[config.mk]
export PLATFORM = sky130hd
export DESIGN_NAME = immediate_alu_and_wide_move_core
export DESIGN_NICKNAME = d
export VERILOG_FILES = /design/src/sv/imwm_pkg.sv /design/src/sv/imwm_regfile.sv /design/src/sv/imwm_exec.sv /design/src/sv/immediate_alu_and_wide_move_core.sv
export SDC_FILE = /design/constraint.sdc
export NUM_CORES = 2
export LEC_CHECK = 0
export BUFFER_PORTS_ARGS = -buffer_cell sky130_fd_sc_hd__buf_2
export CORE_MARGIN = 3
export CORE_UTILIZATION = 35
export DETAILED_ROUTE_END_ITERATION = 16
export GPL_TIMING_DRIVEN = 0
export PLACE_DENSITY = 0.5
export SYNTH_ARGS = -nofsm -noshare
export SYNTH_HDL_FRONTEND = slang
export SYNTH_SLANG_ARGS = --single-unit
export TNS_END_PERCENT = 50
[constraint.sdc]
create_clock -name i_clk -period 17.15 [get_ports i_clk]
set_clock_uncertainty 0.15 [all_clocks]
set_input_delay 0 -clock i_clk [delete_from_list [all_inputs] [get_ports i_clk]]
set_output_delay 0 -clock i_clk [all_outputs]
set_load 0.05 [all_outputs]
[src/sv/imwm_pkg.sv]
`timescale 1ns / 1ps
// Package with the shared constants, decode codes and result types of the immediate ALU core.
package imwm_pkg;

    localparam int NUM_GP_REGS = 31;
    localparam int GPR_AW      = $clog2(NUM_GP_REGS);

    localparam logic [4:0]  REG_SP_ZR   = 5'h1F;
    localparam logic [2:0]  CLS_ADDSUB  = 3'h2;
    localparam logic [2:0]  CLS_WIDEMOV = 3'h5;
    localparam logic [1:0]  OPC_MOVN    = 2'h0;
    localparam logic [1:0]  OPC_BAD     = 2'h1;
    localparam logic [1:0]  OPC_MOVZ    = 2'h2;
    localparam logic [1:0]  OPC_MOVK    = 2'h3;
    localparam logic [63:0] MASK_W32    = 64'h0000_0000_FFFF_FFFF;
    localparam logic [63:0] HALF_MASK   = 64'h0000_0000_0000_FFFF;
    localparam int          IMM_SHIFT   = 12;

    typedef struct packed {
        logic n;
        logic z;
        logic c;
        logic v;
    } t_flags;

    typedef struct packed {
        logic        handled;
        logic        we;
        logic        to_sp;
        logic [4:0]  dest;
        logic [63:0] value;
        t_flags      flags;
    } t_exec_res;

endpackage

[src/sv/imwm_regfile.sv]
`timescale 1ns / 1ps
// General register file: synchronous memory with registered read and per-entry valid bits.
module imwm_regfile
    import imwm_pkg::*;
(
    input  logic        i_clk,
    input  logic        i_rst_n,
    input  logic        i_rd_en,
    input  logic [4:0]  i_rd_idx,
    output logic [63:0] o_rd_data,
    input  logic        i_wr_en,
    input  logic [4:0]  i_wr_idx,
    input  logic [63:0] i_wr_data
);

    logic [63:0]            r_mem [NUM_GP_REGS];
    logic [NUM_GP_REGS-1:0] r_valid;
    logic [63:0]            r_rd_data;
    logic                   r_rd_hit;
    logic                   rd_in_range;
    logic                   wr_in_range;

    assign rd_in_range = (i_rd_idx < 5'(NUM_GP_REGS));
    assign wr_in_range = (i_wr_idx < 5'(NUM_GP_REGS));

    always_ff @(posedge i_clk) begin
        if (i_wr_en && wr_in_range) begin
            r_mem[i_wr_idx[GPR_AW-1:0]] <= i_wr_data;
        end
        if (i_rd_en) begin
            r_rd_data <= r_mem[i_rd_idx[GPR_AW-1:0]];
        end
    end

    // An entry never written since reset, or an index past the file, reads as zero.
    always_ff @(posedge i_clk) begin
        if (!i_rst_n) begin
            r_valid  <= '0;
            r_rd_hit <= 1'b0;
        end else begin
            if (i_wr_en && wr_in_range) begin
                r_valid[i_wr_idx[GPR_AW-1:0]] <= 1'b1;
            end
            if (i_rd_en) begin
                r_rd_hit <= rd_in_range && r_valid[i_rd_idx[GPR_AW-1:0]];
            end
        end
    end

    assign o_rd_data = r_rd_hit ? r_rd_data : 64'd0;

endmodule

[src/sv/imwm_exec.sv]
`timescale 1ns / 1ps
// Execute logic: decodes one instruction word and forms the result, write-back and flags.
module imwm_exec
    import imwm_pkg::*;
(
    input  logic [31:0] i_instr,
    input  logic [63:0] i_gpr,
    input  logic [63:0] i_sp,
    input  t_flags      i_flags,
    output t_exec_res   o_res
);

    logic [4:0]  rd;
    logic [4:0]  rn;
    logic [2:0]  cls;
    logic [1:0]  opc;
    logic        sf;
    logic [63:0] mask;
    logic [63:0] a;
    logic [63:0] op2;
    logic [64:0] sum;
    logic [63:0] res;
    logic        sa;
    logic        so;
    logic        sr;
    logic [5:0]  shift;
    logic [63:0] wide_op;
    logic [63:0] wide_res;
    logic        rd_ok;

    assign rd    = i_instr[4:0];
    assign rn    = i_instr[9:5];
    assign cls   = i_instr[25:23];
    assign opc   = i_instr[30:29];
    assign sf    = i_instr[31];
    assign mask  = sf ? '1 : MASK_W32;
    assign rd_ok = (rd != REG_SP_ZR) && (rd < 5'(NUM_GP_REGS));

    assign op2 = i_instr[22] ? (64'(i_instr[21:10]) << IMM_SHIFT) : 64'(i_instr[21:10]);
    assign a   = ((rn == REG_SP_ZR) ? i_sp : i_gpr) & mask;
    assign sum = opc[1] ? ({1'b0, a} - {1'b0, op2}) : ({1'b0, a} + {1'b0, op2});
    assign res = sum[63:0] & mask;
    assign sa  = sf ? a[63] : a[31];
    assign so  = sf ? op2[63] : op2[31];
    assign sr  = sf ? res[63] : res[31];

    assign shift    = {i_instr[22:21], 4'd0};
    assign wide_op  = 64'(i_instr[20:5]) << shift;

    always_comb begin
        case (opc)
            OPC_MOVN: wide_res = ~wide_op;
            OPC_MOVZ: wide_res = wide_op;
            OPC_MOVK: wide_res = ((i_gpr & mask) & ~(HALF_MASK << shift)) | wide_op;
            default:  wide_res = 64'd0;
        endcase
    end

    always_comb begin
        o_res         = '0;
        o_res.flags   = i_flags;
        if (cls == CLS_ADDSUB) begin
            o_res.handled = 1'b1;
            if (opc[0]) begin
                o_res.flags.n = sr;
                o_res.flags.z = (res == 64'd0);
                if (opc[1]) begin
                    // The top bit of the 65-bit difference is the borrow.
                    o_res.flags.c = !sum[64];
                    o_res.flags.v = (sa != so) && (sr != sa);
                end else begin
                    o_res.flags.c = sf ? sum[64] : sum[32];
                    o_res.flags.v = (sa == so) && (sr != sa);
                end
            end
            if (rd == REG_SP_ZR) begin
                o_res.we    = !opc[0];
                o_res.to_sp = !opc[0];
            end else begin
                o_res.we = rd_ok;
            end
            if (o_res.we) begin
                o_res.dest  = rd;
                o_res.value = res;
            end
        end else if (cls == CLS_WIDEMOV && opc != OPC_BAD) begin
            o_res.handled = 1'b1;
            o_res.we      = rd_ok;
            if (rd_ok) begin
                o_res.dest  = rd;
                o_res.value = wide_res & mask;
            end
        end
    end

endmodule

[src/sv/immediate_alu_and_wide_move_core.sv]
`timescale 1ns / 1ps
// Top level of the immediate ALU and wide move core.
// One instruction word is accepted per cycle unless the input stalls, and its result is loaded
// into the output register when the execute stage advances: the accepting edge reads the
// general register file (a synchronous memory with registered read), and the advancing edge
// executes, writes back and loads the output register. A result written by one instruction is
// forwarded to the next one that reads the same register, so dependent instructions also run
// back to back. The stack pointer and the flags live in flip-flops. The input stalls only
// while the output register holds an untaken result and the execute stage is full.
module immediate_alu_and_wide_move_core
    import imwm_pkg::*;
(
    input  logic        i_clk,
    input  logic        i_rst_n,
    input  logic        i_in_valid,
    output logic        o_in_stall,
    input  logic [31:0] i_instr_word,
    output logic        o_out_valid,
    input  logic        i_out_stall,
    output logic        o_handled,
    output logic        o_write_enable,
    output logic [4:0]  o_dest_index,
    output logic [63:0] o_write_value,
    output logic        o_flag_n,
    output logic        o_flag_z,
    output logic        o_flag_c,
    output logic        o_flag_v
);

    logic        r_s1_valid;
    logic [31:0] r_s1_instr;
    logic        r_fwd_hit;
    logic [63:0] r_fwd_val;
    logic [63:0] r_sp;
    t_flags      r_flags;
    logic        r_out_valid;
    t_exec_res   r_out;

    logic        accept;
    logic        advance;
    logic [4:0]  rd_idx;
    logic [63:0] rf_data;
    logic [63:0] gpr_op;
    t_exec_res   exec_res;
    logic        wr_gpr;

    assign advance    = r_s1_valid && (!r_out_valid || !i_out_stall);
    assign o_in_stall = r_s1_valid && !advance;
    assign accept     = i_in_valid && !o_in_stall;

    // Wide moves read their destination (for movk); add/sub reads its source.
    assign rd_idx = (i_instr_word[25:23] == CLS_WIDEMOV) ? i_instr_word[4:0] : i_instr_word[9:5];
    assign wr_gpr = advance && exec_res.we && !exec_res.to_sp;

    imwm_regfile u_regfile (
        .i_clk     (i_clk),
        .i_rst_n   (i_rst_n),
        .i_rd_en   (accept),
        .i_rd_idx  (rd_idx),
        .o_rd_data (rf_data),
        .i_wr_en   (wr_gpr),
        .i_wr_idx  (exec_res.dest),
        .i_wr_data (exec_res.value)
    );

    assign gpr_op = r_fwd_hit ? r_fwd_val : rf_data;

    imwm_exec u_exec (
        .i_instr (r_s1_instr),
        .i_gpr   (gpr_op),
        .i_sp    (r_sp),
        .i_flags (r_flags),
        .o_res   (exec_res)
    );

    always_ff @(posedge i_clk) begin
        if (!i_rst_n) begin
            r_s1_valid  <= 1'b0;
            r_out_valid <= 1'b0;
            r_sp        <= 64'd0;
            r_flags     <= '0;
            r_fwd_hit   <= 1'b0;
        end else begin
            if (accept) begin
                r_s1_valid <= 1'b1;
                // The memory returns the old entry when it is written at the read edge.
                r_fwd_hit  <= wr_gpr && (exec_res.dest == rd_idx);
            end else if (advance) begin
                r_s1_valid <= 1'b0;
            end
            if (advance) begin
                r_out_valid <= 1'b1;
                r_flags     <= exec_res.flags;
                if (exec_res.we && exec_res.to_sp) begin
                    r_sp <= exec_res.value;
                end
            end else if (!i_out_stall) begin
                r_out_valid <= 1'b0;
            end
        end
    end

    always_ff @(posedge i_clk) begin
        if (accept) begin
            r_s1_instr <= i_instr_word;
            r_fwd_val  <= exec_res.value;
        end
        if (advance) begin
            r_out <= exec_res;
        end
    end

    assign o_out_valid    = r_out_valid;
    assign o_handled      = r_out.handled;
    assign o_write_enable = r_out.we;
    assign o_dest_index   = r_out.dest;
    assign o_write_value  = r_out.value;
    assign o_flag_n       = r_out.flags.n;
    assign o_flag_z       = r_out.flags.z;
    assign o_flag_c       = r_out.flags.c;
    assign o_flag_v       = r_out.flags.v;

    a_s1_hold: assert property (@(posedge i_clk) disable iff (!i_rst_n)
        r_s1_valid && !advance |=> r_s1_valid && $stable(r_s1_instr))
        else $error("execute stage lost a held instruction");

    a_unhandled_no_write: assert property (@(posedge i_clk) disable iff (!i_rst_n)
        r_out_valid && !r_out.handled |-> !r_out.we)
        else $error("unhandled instruction reported a write");

    a_sp_write: assert property (@(posedge i_clk) disable iff (!i_rst_n)
        r_out_valid && r_out.we && r_out.to_sp && $rose(r_out_valid) |->
            r_sp == r_out.value)
        else $error("stack pointer does not match reported write");

    a_no_write_zero: assert property (@(posedge i_clk) disable iff (!i_rst_n)
        r_out_valid && !r_out.we |-> r_out.dest == 5'd0 && r_out.value == 64'd0)
        else $error("result without write carries nonzero index or value");

endmodule
; ---- Word-level counts from Yosys, hierarchy flattened
; Memories as Yosys holds them, arrays and structs flattened. A register that Yosys moved wholly into a read port is not among the register bits.
; Cells that the tools add are included.
[totals]
register_bits = 274
ramBits = 1984
input_bits = 36
out_inout_bits = 77
elab_cells = 115
mem_count = 1
[memory_table]
columns = name, words, width, read_ports, rd_clocked_by_memory_dff, wr, line
row1 = u_regfile.r_mem, 31, 64, 1, 1, 1, imwm_regfile.sv:16  ; logic [63:0] r_mem [NUM_GP_REGS];
[op_classes]
addsub = 2
n_lt_le_gt_ge = 6
eq_ne = 14
n_shift = 2
muxes = 35
bitwise = 9
reduce_logical = 26
[op_table]
columns = operator, count
row1 = AND 64 bit, 5
row2 = 2-to-1 mux 69 bit, 4
row3 = 2-to-1 mux 64 bit, 4
row4 = one-hot mux 64 bit (3 select lines), 1
row5 = NOT 64 bit, 2
row6 = adder 64 x 64 -> 65 bit, 1
row7 = 2-to-1 mux 65 bit, 1
row8 = subtractor 64 x 64 -> 65 bit, 1
row9 = logical NOT 64 bit, 1
row10 = bitwise OR 64 bit, 1
row11 = left shift 16 x 6 -> 64 bit, 1
row12 = left shift 16 x 6 -> 64 bit (first input constant), 1
row13 = bitwise OR 31 bit, 1
row14 = 2-to-1 mux 24 bit, 1
row15 = 2-to-1 mux 1 bit, 17
row16 = < comparator 5 bit (second input constant), 3
row17 = logical AND 1 bit, 14
row18 = < comparator 5 x 6 -> 1 bit (second input constant), 2
row19 = equality test 5 bit (second input constant), 2
row20 = 2-to-1 mux 4 bit, 2
row21 = logical NOT 1 bit, 7
row22 = equality test 3 bit (second input constant), 2
row23 = binary-select mux 1 bit (select 5 bit), 1
row24 = demux 1 bit (select 5 bit), 1
row25 = 14 further kinds, 18

; ---- Logic depth before layout (Yosys ltp)
[logic_depth]
word_depth = 15
depth_mapped = 25
mapped_depth_nobuf = 21

; ---- Modules after synthesis
; Synthesis repeated with hierarchy kept, for this count alone.
[unflattened]
hier_cells = 5558
area_unflattened_um2 = 97170.7
[modules_own_cells]
columns = module, instances, cells_per_inst, area_per_inst_um2, seq_area_each_um2
row1 = imwm_regfile, 1, 3491, 79366.1, 62139.6
row2 = immediate_alu_and_wide_move_core, 1, 560, 8983.6, 6556.3
row3 = imwm_exec, 1, 1507, 8821.0, 0.0

; ---- Worst setup path before layout
; No wires, ideal clock.
[synth_timing]
path_type = register to register
from = register r_s1_instr[23]
to = memory u_regfile.r_mem[17][0] (enable)
setup_ns = 0.647
arrival_time_ns = 8.027
required_time_ns = 16.353
slack_ns = 8.326
stages_incl_launch_ff = 10
period_less_slack_ns = 8.824
cell_sequence = edfxtp_1 or3b_1 buf_2 a21o_1 clkbuf_1 nand2_1 nand2_1 or2_2 clkbuf_1 nor4_1
[synth_lines]
columns = item, line
row1 = from (decl), immediate_alu_and_wide_move_core.sv:31  ; logic [31:0] r_s1_instr;
row2 = from (signal assigned), immediate_alu_and_wide_move_core.sv:105  ; r_s1_instr <= i_instr_word;
row3 = to (decl), imwm_regfile.sv:16

==> impl_metrics.env <==
export IMPL_clock_sinks=2319
export IMPL_grt_pass1_wl_um=531800
export IMPL_synth_edf_count=2216
export IMPL_final_antenna_net_count=0
export IMPL_crit_chain="clkbuf_1, clkinv_1, clkbuf_1, nand2_1, ha_1, o21ai_0, nor2_1, nand3_1, a21oi_1, nand2_1, clkbuf_1, nand2_1, ha_1, buf_2, nand4_1, or2_2, or4_1, a311oi_1, nor3_1, xor2_1, o21ai_0, nor4_1, a41oi_1, o31ai_1"
export IMPL_p_total_mw=13.25
export IMPL_synth_top_cell_by_area="edfxtp_1"
export IMPL_dpl_hpwl_um=284200
export IMPL_die_width_um=536.9
export IMPL_placementRows=194
export IMPL_post_cts_buffers=0
export IMPL_slew_viol_final=13
export IMPL_area_delta_synth_final_pct=18.81
export IMPL_syn_cell_area_sq_um=98660
export IMPL_r2r_start="r_s1_instr[22]"
export IMPL_seq_area_frac_synth_pct=69.54
export IMPL_cpLargestDelayFamily="simple AND/OR/NAND/NOR gates"
export IMPL_tritoncts="yes"
export IMPL_yosysMostFrequentCell="nand2_1"
export IMPL_vias_per_cell=5.663
export IMPL_r2r_cells=24
export IMPL_failed_checks="capacitance limit, slew limit"
export IMPL_initial_core_util_pct=35.25
export IMPL_critPathMaxStageDelay_ns=0.74
export IMPL_vdd_drop_max_mv=0.06887
export IMPL_post_drt_wl_per_cell_um=29.94
export IMPL_final_core_util_pct=41.88
export IMPL_placed_cell_area_sq_um=108200
export IMPL_drt_iter0_markers=8981
export IMPL_synthesis_nets=8404
export IMPL_hold_violations=0
export IMPL_hold_worst_slack_ns=0.2526
export IMPL_hold_path_cell_count=5
export IMPL_min_period_ns=9.115
export IMPL_die_h_um=536.9
export IMPL_cap_violations=1
export IMPL_async_reset_ff_share_pct=0
export IMPL_yosys_top_cells_count="2,223 x nand2_1, 2,216 x edfxtp_1, 1,065 x nand3_1, 504 x clkbuf_1, 386 x nor2_1"
export IMPL_cts_buffers=264
export IMPL_cp_max_fo=10
export IMPL_seq_area_sq_um=68610
export IMPL_cts_path_max_buffers=4
export IMPL_drt_total_wl_um=385200
export IMPL_crit_arrival_ns=9.53
export IMPL_yosysTopAreaCellShare_pct=67.45
export IMPL_p_leak_nw=40.26
export IMPL_power_density_nw_per_um2=113.0
export IMPL_relSlewSlack_pct=-1.766
export IMPL_io_pins=113
export IMPL_yosys_warnings=0
export IMPL_syn_area_per_cell_sq_um=11.89
export IMPL_min_path_type="primary input to flop"
export IMPL_drive_gt1_share_pct=9.492
export IMPL_hold_start="i_in_valid"
export IMPL_place_congestion=0.9967
export IMPL_core_area_sq_um=279900
export IMPL_worstPathRequired_ns=17.57
export IMPL_dieArea_sq_um=288300
export IMPL_reg2reg_slack_ns=8.03
export IMPL_critical_path_slowest_cell="a311oi_1"
export IMPL_layout_nets=9020
export IMPL_port_buffers=109
export IMPL_multi_input_area_sq_um=28630
export IMPL_clk_latency_ns=0.88
export IMPL_start_kind="flop"
export IMPL_cts_reportedPaths_clkPinSlew_ns=0.06
export IMPL_stdcell_area_sq_um=117200
export IMPL_crit_type="flop to flop"
export IMPL_htreeDepth=5
export IMPL_grt_util_all_layers_pct=25.96
export IMPL_synthTopCellsByArea="edfxtp_1 67%, nand2_1 8.5%, nand3_1 5.4%"
export IMPL_rsz0062_at_grt="no"
export IMPL_hold_path_end="u_regfile.r_rd_hit"
export IMPL_crit_path_end_kind="flop"
export IMPL_ys_seq_elements=2319
export IMPL_worst_pin_slew_ns=1.526
export IMPL_min_period_over_period_pct=53.15
export IMPL_dr_pass1_iters=6
export IMPL_crit_buf_inv=5
export IMPL_antenna_found_initial=29
export IMPL_fillers=26160
export IMPL_grt_pass1_vias=68970
export IMPL_grt_max_degree=84
export IMPL_finalSetupViolCount=0
export IMPL_root_buffer="clkbuf_16"
export IMPL_r2r_end="o_flag_z"
export IMPL_yosysUniqueCellTypes=100
export IMPL_drc=0
export IMPL_synth_ff_type="edfxtp_1"
export IMPL_grt_overflow=0
export IMPL_via_count=72880
export IMPL_status="finished with violations"
export IMPL_fmax_ghz=0.1097
export IMPL_synth_cells=8301
-- per-layer routing --
metal | track usage [%] | part of all wire (%) | vias up | wire length [um]
li1 | - | - | 32040 | -
met1 | 34.21 | 40 | 36500 | 155000
met2 | 42.09 | 47 | 3523 | 179400
met3 | 3.539 | 7.7 | 810 | 29580
met4 | 12.97 | 5.5 | 6 | 21190
met5 | 0 | 0.011 | - | 41
-- flip-flops by register name, indices dropped and copies added (netlist names), 4 cells and up --
| register | count |
|---|---|
| u_regfile.r_mem | 1984 |
| o_write_value | 64 |
| r_fwd_val | 64 |
| r_sp | 64 |
| u_regfile.r_rd_data | 64 |
| u_regfile.r_valid | 31 |
| r_s1_instr | 29 |
| o_dest_index | 5 |
| r_flags | 4 |
-- cell families after synthesis --
kind of cell | synth area share [%]
multiplexers | 0.5960
flip-flops | 69.54
adder cells (fa/ha/maj) | 0.8573
AO/OA/AOI/OAI | 8.939
AND/OR/NAND/NOR | 17.19
XOR/XNOR | 0.4350
buffers and inverters | 2.450
-- power breakdown --
part,switching (mW),internal (mW)
Combinational,1.11,0.362
Clock,2.36,3.13
Sequential,0.0300,6.26
-- what timing repair did --
item,CTS,global route
resized for setup,0,0
hold endpoints to repair,69,0
hold buffers,64,0
-- through the flow --
stage               worst slack (ns)  TNS, ns  instances
floorplan                      8.326        0       8301
global placement             -0.2237   -11.55      12130
detailed placement             8.060        0      12310
CTS                            7.994        0      12850
global route                   7.988        0      12850
finish                         8.035        0      12870
-- worst max path at each step --
stage	startpoint	endpoint	slack, ns	cells past startpoint
3_3_place_gp	r_s1_instr[30]	u_regfile.r_mem[17][20]	-0.22	9
2_1_floorplan	r_s1_instr[23]	u_regfile.r_mem[17][0]	8.33	9
4_1_cts	r_s1_instr[11]	u_regfile.r_mem[17][60]	7.99	20
5_1_grt	r_s1_instr[22]	o_flag_z	7.99	24
6_report	r_s1_instr[22]	o_flag_z	8.03	24
3_5_place_dp	r_s1_instr[10]	u_regfile.r_mem[24][60]	8.06	20
-- worst register-to-register path, delay by kind of cell (launching register included) --
family,cells,cell delay (ns)
xor+xnor,1,0.67
fa+ha+maj,2,0.54
compound gates,6,2.54
flops,1,0.32
buf+inv,5,1.80
simple gates,10,2.81
-- cell usage in the layout, fill, tap and decap left out, drive strengths merged, types with 12 or more instances in the layout --
| cell | instances |
|---|---|
| nand2 | 2224 |
| edfxtp | 2216 |
| nand3 | 1065 |
| clkbuf | 832 |
| nor2 | 387 |
| buf | 374 |
| a311oi | 327 |
| a21oi | 188 |
| o21ai | 171 |
| a22oi | 125 |
| clkinv | 115 |
| dfxtp | 103 |
| a21o | 102 |
| and3 | 79 |
| a31oi | 79 |
| ha | 66 |
| dlygate4sd3 | 64 |
| mux2i | 52 |
| a211oi | 51 |
| inv | 49 |
| nor3 | 41 |
| nand4 | 37 |
| xnor2 | 26 |
| xor2 | 23 |
| diode | 22 |
| or3 | 22 |
| o2bb2ai | 22 |
| o21a | 20 |
| nor4 | 20 |
| o211ai | 19 |
| o22ai | 17 |
| nand2b | 14 |
| a22o | 14 |
| bufinv | 13 |
| nor2b | 12 |
| o31ai | 12 |
-- layout make-up --
type                       count  area share [%]
antenna                       22         0.04697
buffer                       593           1.985
clock buffer                 327           5.981
clock inverter               145           1.096
inverter                      36          0.1260
multi-input combinational   5353           24.43
sequential                  2319           58.53
tap                         3724           3.975
timing repair buffer         350           3.835
No activity file was read; power rests on OpenSTA's default activity.
